<file path="src/hdl/hsi_pkg.sv">
package hsi_pkg;

  localparam int NUM_SECTORS = 6;
  localparam int NUM_REFS    = 12;
  localparam int CODE_W      = 3;
  localparam int ANGLE_W     = 17;

  typedef logic [CODE_W-1:0]          code_t;
  typedef logic signed [ANGLE_W-1:0]  angle_t;
  typedef logic [NUM_SECTORS-1:0][CODE_W-1:0] slots_t;

  typedef enum logic [1:0] {
    ST_INCOMPLETE = 2'd0,
    ST_MATCH      = 2'd1,
    ST_NO_MATCH   = 2'd2
  } status_t;

  // update request from the input register to the slot store
  typedef struct packed {
    logic   en;
    logic   clear;
    code_t  code;
    angle_t angle;
  } upd_t;

  // open window bounds, 1/128 degree: (60k-1)*128 < angle < (60k+1)*128
  localparam angle_t WIN_LO [NUM_SECTORS] = '{
    -17'sd128, 17'sd7552, 17'sd15232, 17'sd22912, 17'sd30592, 17'sd38272
  };
  localparam angle_t WIN_HI [NUM_SECTORS] = '{
    17'sd128, 17'sd7808, 17'sd15488, 17'sd23168, 17'sd30848, 17'sd38528
  };

  // sector order 0, 60, 120, 180, 240, 300 degrees
  localparam code_t REF_TABLE [NUM_REFS][NUM_SECTORS] = '{
    '{3'd6, 3'd4, 3'd5, 3'd1, 3'd3, 3'd2},
    '{3'd5, 3'd4, 3'd6, 3'd2, 3'd3, 3'd1},
    '{3'd6, 3'd2, 3'd3, 3'd1, 3'd5, 3'd4},
    '{3'd5, 3'd1, 3'd3, 3'd2, 3'd6, 3'd4},
    '{3'd3, 3'd2, 3'd6, 3'd4, 3'd5, 3'd1},
    '{3'd3, 3'd1, 3'd5, 3'd4, 3'd6, 3'd2},
    '{3'd1, 3'd3, 3'd2, 3'd6, 3'd4, 3'd5},
    '{3'd2, 3'd3, 3'd1, 3'd5, 3'd4, 3'd6},
    '{3'd1, 3'd5, 3'd4, 3'd6, 3'd2, 3'd3},
    '{3'd2, 3'd6, 3'd4, 3'd5, 3'd1, 3'd3},
    '{3'd4, 3'd5, 3'd1, 3'd3, 3'd2, 3'd6},
    '{3'd4, 3'd6, 3'd2, 3'd3, 3'd1, 3'd5}
  };

endpackage

</file>
<file path="src/hdl/hsi_sector_store.sv">
module hsi_sector_store (
  input  logic          clk,
  input  logic          rst_n,
  input  hsi_pkg::upd_t upd,
  output hsi_pkg::slots_t slots_nxt
);
  import hsi_pkg::*;

  slots_t                 slots_r;
  logic [NUM_SECTORS-1:0] hit;

  always_comb begin
    for (int k = 0; k < NUM_SECTORS; k++) begin
      hit[k] = (upd.angle > WIN_LO[k]) && (upd.angle < WIN_HI[k]);
    end
  end

  always_comb begin
    slots_nxt = slots_r;
    if (upd.en) begin
      if (upd.clear) begin
        slots_nxt = '0;
      end else begin
        for (int k = 0; k < NUM_SECTORS; k++) begin
          if (hit[k]) begin
            slots_nxt[k] = upd.code;
          end
        end
      end
    end
  end

  always_ff @(posedge clk) begin
    if (!rst_n) begin
      slots_r <= '0;
    end else begin
      slots_r <= slots_nxt;
    end
  end

`ifndef SYNTH
  a_windows_disjoint: assert property (@(posedge clk) disable iff (!rst_n)
    upd.en |-> $onehot0(hit))
    else $error("more than one sector window hit");

  a_clear_empties: assert property (@(posedge clk) disable iff (!rst_n)
    upd.en && upd.clear |=> slots_r == '0)
    else $error("slots not empty after clear");

  a_miss_holds: assert property (@(posedge clk) disable iff (!rst_n)
    upd.en && !upd.clear && hit == '0 |=> $stable(slots_r))
    else $error("slot changed on a sample outside all windows");

  a_hold_idle: assert property (@(posedge clk) disable iff (!rst_n)
    !upd.en |=> $stable(slots_r))
    else $error("slot changed without an item");
`endif

endmodule

</file>
<file path="src/hdl/hsi_matcher.sv">
module hsi_matcher (
  input  hsi_pkg::slots_t  slots,
  output hsi_pkg::status_t status
);
  import hsi_pkg::*;

  logic                full;
  logic [NUM_REFS-1:0] row_eq;

  always_comb begin
    full = 1'b1;
    for (int k = 0; k < NUM_SECTORS; k++) begin
      if (slots[k] == '0) begin
        full = 1'b0;
      end
    end
  end

  always_comb begin
    for (int r = 0; r < NUM_REFS; r++) begin
      row_eq[r] = 1'b1;
      for (int k = 0; k < NUM_SECTORS; k++) begin
        if (slots[k] != REF_TABLE[r][k]) begin
          row_eq[r] = 1'b0;
        end
      end
    end
  end

  always_comb begin
    if (!full) begin
      status = ST_INCOMPLETE;
    end else if (|row_eq) begin
      status = ST_MATCH;
    end else begin
      status = ST_NO_MATCH;
    end
  end

endmodule

</file>
<file path="src/hdl/hall_sequence_identifier.sv">
// channel  dir  tdata (low bit up)                 tuser
// in_      in   hall_code[2:0], angle[19:3], 0 pad  mode (0 sample, 1 clear)
// out_     out  status[1:0], 0 pad                 -
//
// One item per cycle unless the result stalls; an accepted item passes stage 1, then the result register.
// Stage 1 is the input register; slot update, window decode and the twelve
// row compares sit between it and the result register.
// rst_n synchronous: empties all six slots and both stages.
// A stalled result holds the pipeline; stage 1 still fills if empty.
module hall_sequence_identifier (
  input  logic        clk,
  input  logic        rst_n,
  input  logic        in_tvalid,
  output logic        in_tready,
  input  logic [23:0] in_tdata,   // hall_code[2:0], angle[19:3], zero [23:20]
  input  logic        in_tuser,   // mode
  output logic        out_tvalid,
  input  logic        out_tready,
  output logic [7:0]  out_tdata   // status[1:0], zero [7:2]
);
  import hsi_pkg::*;

  logic    s1_valid_r;
  logic    s1_mode_r;
  code_t   s1_code_r;
  angle_t  s1_angle_r;
  logic    out_valid_r;
  status_t out_status_r;

  logic    adv;
  logic    in_acc;
  upd_t    upd;
  slots_t  slots_nxt;
  status_t status_nxt;

  assign adv       = !out_valid_r || out_tready;
  assign in_tready = !s1_valid_r || adv;
  assign in_acc    = in_tvalid && in_tready;

  assign upd.en    = s1_valid_r && adv;
  assign upd.clear = s1_mode_r;
  assign upd.code  = s1_code_r;
  assign upd.angle = s1_angle_r;

  hsi_sector_store u_store (
    .clk       (clk),
    .rst_n     (rst_n),
    .upd       (upd),
    .slots_nxt (slots_nxt)
  );

  hsi_matcher u_match (
    .slots  (slots_nxt),
    .status (status_nxt)
  );

  always_ff @(posedge clk) begin
    if (!rst_n) begin
      s1_valid_r  <= 1'b0;
      out_valid_r <= 1'b0;
    end else begin
      if (in_acc) begin
        s1_valid_r <= 1'b1;
      end else if (adv) begin
        s1_valid_r <= 1'b0;
      end
      if (adv) begin
        out_valid_r <= s1_valid_r;
      end
    end
  end

  always_ff @(posedge clk) begin
    if (in_acc) begin
      s1_mode_r  <= in_tuser;
      s1_code_r  <= in_tdata[2:0];
      s1_angle_r <= in_tdata[19:3];
    end
    if (upd.en) begin
      out_status_r <= status_nxt;
    end
  end

  assign out_tvalid = out_valid_r;
  assign out_tdata  = {6'b0, out_status_r};

`ifndef SYNTH
  a_s1_held: assert property (@(posedge clk) disable iff (!rst_n)
    s1_valid_r && !adv |=> s1_valid_r)
    else $error("stage 1 item dropped while stalled");

  a_clear_status: assert property (@(posedge clk) disable iff (!rst_n)
    upd.en && s1_mode_r |=> out_status_r == ST_INCOMPLETE)
    else $error("clear item did not give incomplete");

  a_out_from_s1: assert property (@(posedge clk) disable iff (!rst_n)
    !out_valid_r && !s1_valid_r |=> !out_valid_r)
    else $error("result appeared without an item in stage 1");
`endif

endmodule
</file>
<file path="config.mk">
export PLATFORM = sky130hd
export DESIGN_NAME = hall_sequence_identifier
export DESIGN_NICKNAME = d
export VERILOG_FILES = /design/src/hdl/hsi_pkg.sv /design/src/hdl/hsi_sector_store.sv /design/src/hdl/hsi_matcher.sv /design/src/hdl/hall_sequence_identifier.sv
export SDC_FILE = /design/constraint.sdc
export NUM_CORES = 1
export LEC_CHECK = 0
export ABC_AREA = 1
export BUFFER_PORTS_ARGS = -buffer_cell sky130_fd_sc_hd__buf_2
export CORE_ASPECT_RATIO = 0.7
export CORE_MARGIN = 2
export CORE_UTILIZATION = 60
export DETAILED_ROUTE_END_ITERATION = 10
export PLACE_DENSITY = 0.8
export RECOVER_POWER = 100
export SYNTH_ARGS = -nofsm -noshare
export SYNTH_HDL_FRONTEND = slang
export SYNTH_SLANG_ARGS = --single-unit
</file>
<file path="constraint.sdc">
create_clock -name clk -period 5.1 [get_ports clk]
set_input_delay 0.765 -clock clk [delete_from_list [all_inputs] [get_ports clk]]
set_output_delay 0.765 -clock clk [all_outputs]
set_load 0.01 [all_outputs]
</file>
**Word level (Yosys, flattened, before mapping)**

Index checks and enable logic that the tools add are counted.

- Bits in registers: 43
- Input bits: 29
- Output and inout port bits: 10
- Logic and storage cells: 163

- Order comparisons: 12
- Equal/unequal tests: 36
- Multiplexer cells: 83
- Reductions and logical operators: 20

Operators by type and width:

| cell | number |
|---|---|
| 1-bit 2-to-1 mux | 74 |
| 3-bit != test (second input constant) | 18 |
| 18-bit 2-to-1 mux | 2 |
| 3-bit by 2-bit != test with 1-bit output (second input constant) | 12 |
| 17-bit by 16-bit > comparator with 1-bit output (second input constant) | 2 |
| 17-bit by 16-bit < comparator with 1-bit output (second input constant) | 2 |
| 3-bit zero test | 6 |
| 3-bit 2-to-1 mux | 6 |
| 3-bit by 1-bit != test with 1-bit output (second input constant) | 6 |
| 17-bit by 14-bit > comparator with 1-bit output (second input constant) | 1 |
| 17-bit by 15-bit > comparator with 1-bit output (second input constant) | 1 |
| 17-bit > comparator (second input constant) | 1 |
| 17-bit by 8-bit > comparator with 1-bit output (second input constant) | 1 |
| 17-bit by 14-bit < comparator with 1-bit output (second input constant) | 1 |
| 17-bit by 15-bit < comparator with 1-bit output (second input constant) | 1 |
| 17-bit < comparator (second input constant) | 1 |
| 17-bit by 9-bit < comparator with 1-bit output (second input constant) | 1 |
| 12-bit OR reduction | 1 |
| 1-bit logical AND | 8 |
| 1-bit zero test | 2 |
| 1-bit logical OR | 2 |
| 2-bit 2-to-1 mux | 1 |
| 2-bit nonzero test | 1 |

**Logic depth before layout (Yosys ltp)**

- Word-level depth: 14
- Mapped depth: 20
- Gate-level depth less buffers: 20

**Modules after synthesis**

Synthesis repeated with hierarchy kept, for this count alone.

- Cell total of the unflattened synthesis: 462
- Area total of the unflattened synthesis: 2952.8 sq um

Modules (own cells, without submodules):

| module | times used | cells each | area an instance (sq um) | seq. area each (sq um) |
|---|---|---|---|---|
| hsi_sector_store | 1 | 270 | 1450.1 | 360.3 |
| hall_sequence_identifier | 1 | 43 | 834.6 | 730.7 |
| hsi_matcher | 1 | 149 | 668.1 | 0.0 |

**Worst setup path after synthesis**

No wires, ideal clock.

- Path type: in2reg
- From: input out_tready
- To: register out_status_r[1] (data pin)
- Setup time: 0.252 ns
- Arrival time: 2.240 ns
- Required time: 4.848 ns
- Slack: 2.608 ns
- Stages: 19
- Buffers on the path: 0
- Cell sequence: inv_2 nand2_1 nand2_1 inv_2 nand2_1 a21oi_4 nand3_2 nand2_2 nand3_2 nor2_4 nand2_2 nor2_1 nand2_1 nand2_1 nand2_1 nand2_1 nor2_2 nand2_2 nor2_2

RTL lines:

| element | RTL line | text |
|---|---|---|
| start, declared | hall_sequence_identifier.sv:18 | `input logic out_tready,` |
| end signal, assigned | hall_sequence_identifier.sv:80 | `out_status_r <= status_nxt;` |
| end, declared | hall_sequence_identifier.sv:28 | `status_t out_status_r;` |

**Worst setup path in the final report**

- From: input out_tready
- To: register out_status_r[1] (data pin)

- Word-level cells in the longest chain between the ends: 12
- Elaborated cells between the ends (all ways): 119
- Those cells by class: eq/ne: 36; mux: 74; reduce/logical: 9

RTL lines:

| element | RTL line | text |
|---|---|---|
| 1-bit logical OR * | hall_sequence_identifier.sv:36 | `assign adv = !out_valid_r \|\| out_tready;` |
| 1-bit logical AND * | hall_sequence_identifier.sv:40 | `assign upd.en = s1_valid_r && adv;` |
| 18-bit 2-to-1 mux * | hsi_sector_store.sv:20 | `if (upd.en) begin` |
| 3-bit != test (tied with other cells) | hsi_matcher.sv:23 | `if (slots[k] != REF_TABLE[r][k]) begin` |
| 1-bit 2-to-1 mux (6 in a row) | hsi_matcher.sv:23 |  |
| 12-bit OR reduction | hsi_matcher.sv:33 | `end else if (\|row_eq) begin` |
| 2-bit 2-to-1 mux | hsi_matcher.sv:33 |  |

Mark *: on every way between the ends. The rest lies on a longest branch, timed or not.
A chain may end at the register's enable or synchronous reset.

==> impl_metrics.tcl <==
set metrics [dict create \
    outcome "finished, final reports clean" \
    initial_core_util 0.621 \
    cts_resized 0 \
    hold_viol 0 \
    setup_violations 0 \
    drive_gt1_frac 0.177 \
    synth_area_leaders "edfxtp_1 23%, dfxtp_1 13%, nand2_1 13%" \
    n_antenna_cell 0 \
    ant_nets 0 \
    synth-seq-cells 43 \
    worst-slew-pin-transition_ns 0.928 \
    die_area_mm2 0.00553 \
    ys_warn_count 0 \
    period_share 0.675 \
    p_per_area_mw_per_mm2 228 \
    syn_area_per_cell_um2 6.78 \
    layoutNonFillerInstCount 539 \
    dp_hpwl_um 5530 \
    synth_top_area_cell "edfxtp_1" \
    clk_latency_ns 0.30 \
    critPathBufInv 4 \
    multiInputGateArea_mm2 0.00152 \
    vias_per_cell 5.40 \
    die_w_um 88.1 \
    hold_path.class "register to register" \
    area_growth_syn_to_layout_pct 8.18 \
    path_delay_family "simple AND/OR/NAND/NOR gates" \
    setup.worst_path.start "out_tready" \
    grt_pass1_vias 2600 \
    fmax_mhz 290 \
    period_needed_ns 3.44 \
    rows 21 \
    crit_type "input pin to register" \
    finish.utilization 0.671 \
    cpMaxStageDelayCell "nor2_1" \
    critPathArrivalTime_ns 3.51 \
    cts.sink_count 43 \
    ir_drop_mv 0.170 \
    place_congestion 0.986 \
    dr_total_vias 2908 \
    startpoint_type "input pin" \
    cts_made_buffers 5 \
    critPathCapture "out_status_r[1]" \
    power_leakage_nw 1.46 \
    grt_pass1_wl_um 11900 \
    seqCellArea_mm2 0.00109 \
    final-max-slew-violation-count 0 \
    clock_skew_ns 0.00833 \
    io_buffers 28 \
    pin_count 39 \
    wl_per_cell_um 13.0 \
    drc 0 \
    cp-end-kind "register" \
    dr.pass1.iters 5 \
    critical_path_cell_count 19 \
    power.total_mw 0.733 \
    cp_max_fo 16 \
    grt_max_degree 22 \
    htree_levels 2 \
    r2r-start "out_tvalid" \
    wl_um 7020 \
    critPathMaxStageDelay_ns 0.82 \
    syn-cell-area_mm2 0.00297 \
    place_inst 531 \
    timing.setup.tns_ns 0 \
    nFillCells 457 \
    hold_buffers 0 \
    reg2reg_to "out_status_r[1]" \
    grtUsageTotal 0.274 \
    synth_top_area_frac 0.233 \
    cts-root-buf "clkbuf_8" \
    place_area_mm2 0.00316 \
    synthDistinctLibCells 29 \
    max_slew_margin 0.379 \
    clk_pin_slew_ns 0.09 \
    globalRouteOverflowTotal 0 \
    crit_chain "buf_2 > inv_1 > nand2_1 > nand2_1 > clkbuf_1 > nor2_1 > nand4_1 > nor2_1 > inv_1 > nand2_1 > nand2_1 > nor2_1 > nand2_1 > nor2_1 > nor2_1 > nor2_2 > nor2_2 > nand2_2 > nor2_2" \
    seq_area_frac_synth 0.368 \
    die_h_um 62.8 \
    cp.required_ns 5.16 \
    drv_cap 0 \
    whs_ns 0.528 \
    r2r_slack_ns 1.90 \
    antenna_found_initial 0 \
    core-area_mm2 0.00478 \
    reg2reg_depth 17 \
    post_cts_buffers 0 \
    nets 498 \
    holdCritStartpoint "out_tvalid" \
    clockBufferDepth 2 \
    synth_cells 438 \
    cts_tree "built" \
    dr.first_iter.drc_count 324 \
    finalInstanceArea_mm2 0.00321 \
    dp_slack_ns 1.66 \
    final.setup.worst_slack_ns 1.66 \
    grt_setup_unrepaired "false" \
]
-- synthesized netlist by cell type, drive strengths merged --
library cell / instances
a21oi: 13
buf: 7
clkbuf: 3
clkinv: 2
conb: 1
dfxtp: 20
edfxtp: 23
inv: 68
nand2: 123
nand3: 63
nand3b: 2
nand4: 17
nor2: 87
nor3: 3
nor4: 1
o21ai: 5
-- placed cells by master, fill, tap and decap left out, types with 2 or more instances in the layout --
cell,count
nor2_1,71
clkbuf_8,5
conb_1,6
clkbuf_1,5
nand2_1,114
a21oi_2,2
nand4_1,17
a21oi_1,10
nor2_4,4
buf_2,24
o21ai_2,2
nor3_1,2
nand2_2,9
nand3_1,57
edfxtp_1,23
nor2_2,12
o21ai_1,2
nand3_2,6
dfxtp_1,20
inv_2,12
inv_1,56
-- state kept, by name, indices dropped and copies added, names as in the netlist --
register         flops
u_store.slots_r     18
s1_mode_r            1
out_status_r         2
s1_angle_r          17
s1_code_r            3
s1_valid_r           1
out_tvalid           1
-- where the power goes --
group | internal [mW] | switching, mW | total [mW] | leakage (nW)
clock | 0.148 | 0.127 | 0.274 | 0.0548
sequential | 0.378 | 0.00992 | 0.388 | 0.385
combinational | 0.0201 | 0.0505 | 0.0707 | 1.02
total | 0.546 | 0.187 | 0.733 | 1.46
-- worst register-to-register path, cell delays in order (launching register included) --
cell,delay (ns)
dfxtp_1,0.33
nand2_1,0.09
nand2_1,0.05
clkbuf_1,0.33
nor2_1,0.83
nand4_1,0.27
nor2_1,0.20
inv_1,0.06
nand2_1,0.12
nand2_1,0.07
nor2_1,0.17
nand2_1,0.07
nor2_1,0.08
nor2_1,0.06
nor2_2,0.08
nor2_2,0.05
nand2_2,0.07
nor2_2,0.03
-- worst min path at each step --
stage | endpoint | slack (ns) | depth (start not counted)
final | out_tvalid | 0.53 | 2
after global routing | out_tvalid | 0.58 | 2
after CTS | out_tvalid | 0.53 | 2
after detailed placement | out_tvalid | 0.51 | 2
after global placement | out_tvalid | 0.50 | 2
after floorplan | u_store.slots_r[9] | 0.50 | 2
-- layout make-up --
class,count,share of cell area
multi-input cells,320,0.472
flip-flops and latches,43,0.340
inverters,70,0.0822
repair buffers,29,0.0433
well taps,69,0.0269
clock buffers,5,0.0214
clock inverters,3,0.0144
-- per-layer routing --
metal / part of all wire / up-vias / GRT usage
met5: 0 / - / 0
met3: 0.091 / 6 / 0.0581
met2: 0.43 / 128 / 0.409
met1: 0.47 / 1326 / 0.407
met4: 0.0077 / 0 / 0.0644
li1: - / 1448 / -
-- cells by family after synthesis --
group                  count (synthesis)  share of synthesized area
AND/OR/NAND/NOR                      296                      0.477
buffers and inverters                 80                      0.110
flip-flops                            43                      0.368
AO/OA/AOI/OAI                         18                     0.0443
other                                  1                    0.00126
Power figures use the tool's default switching activity.
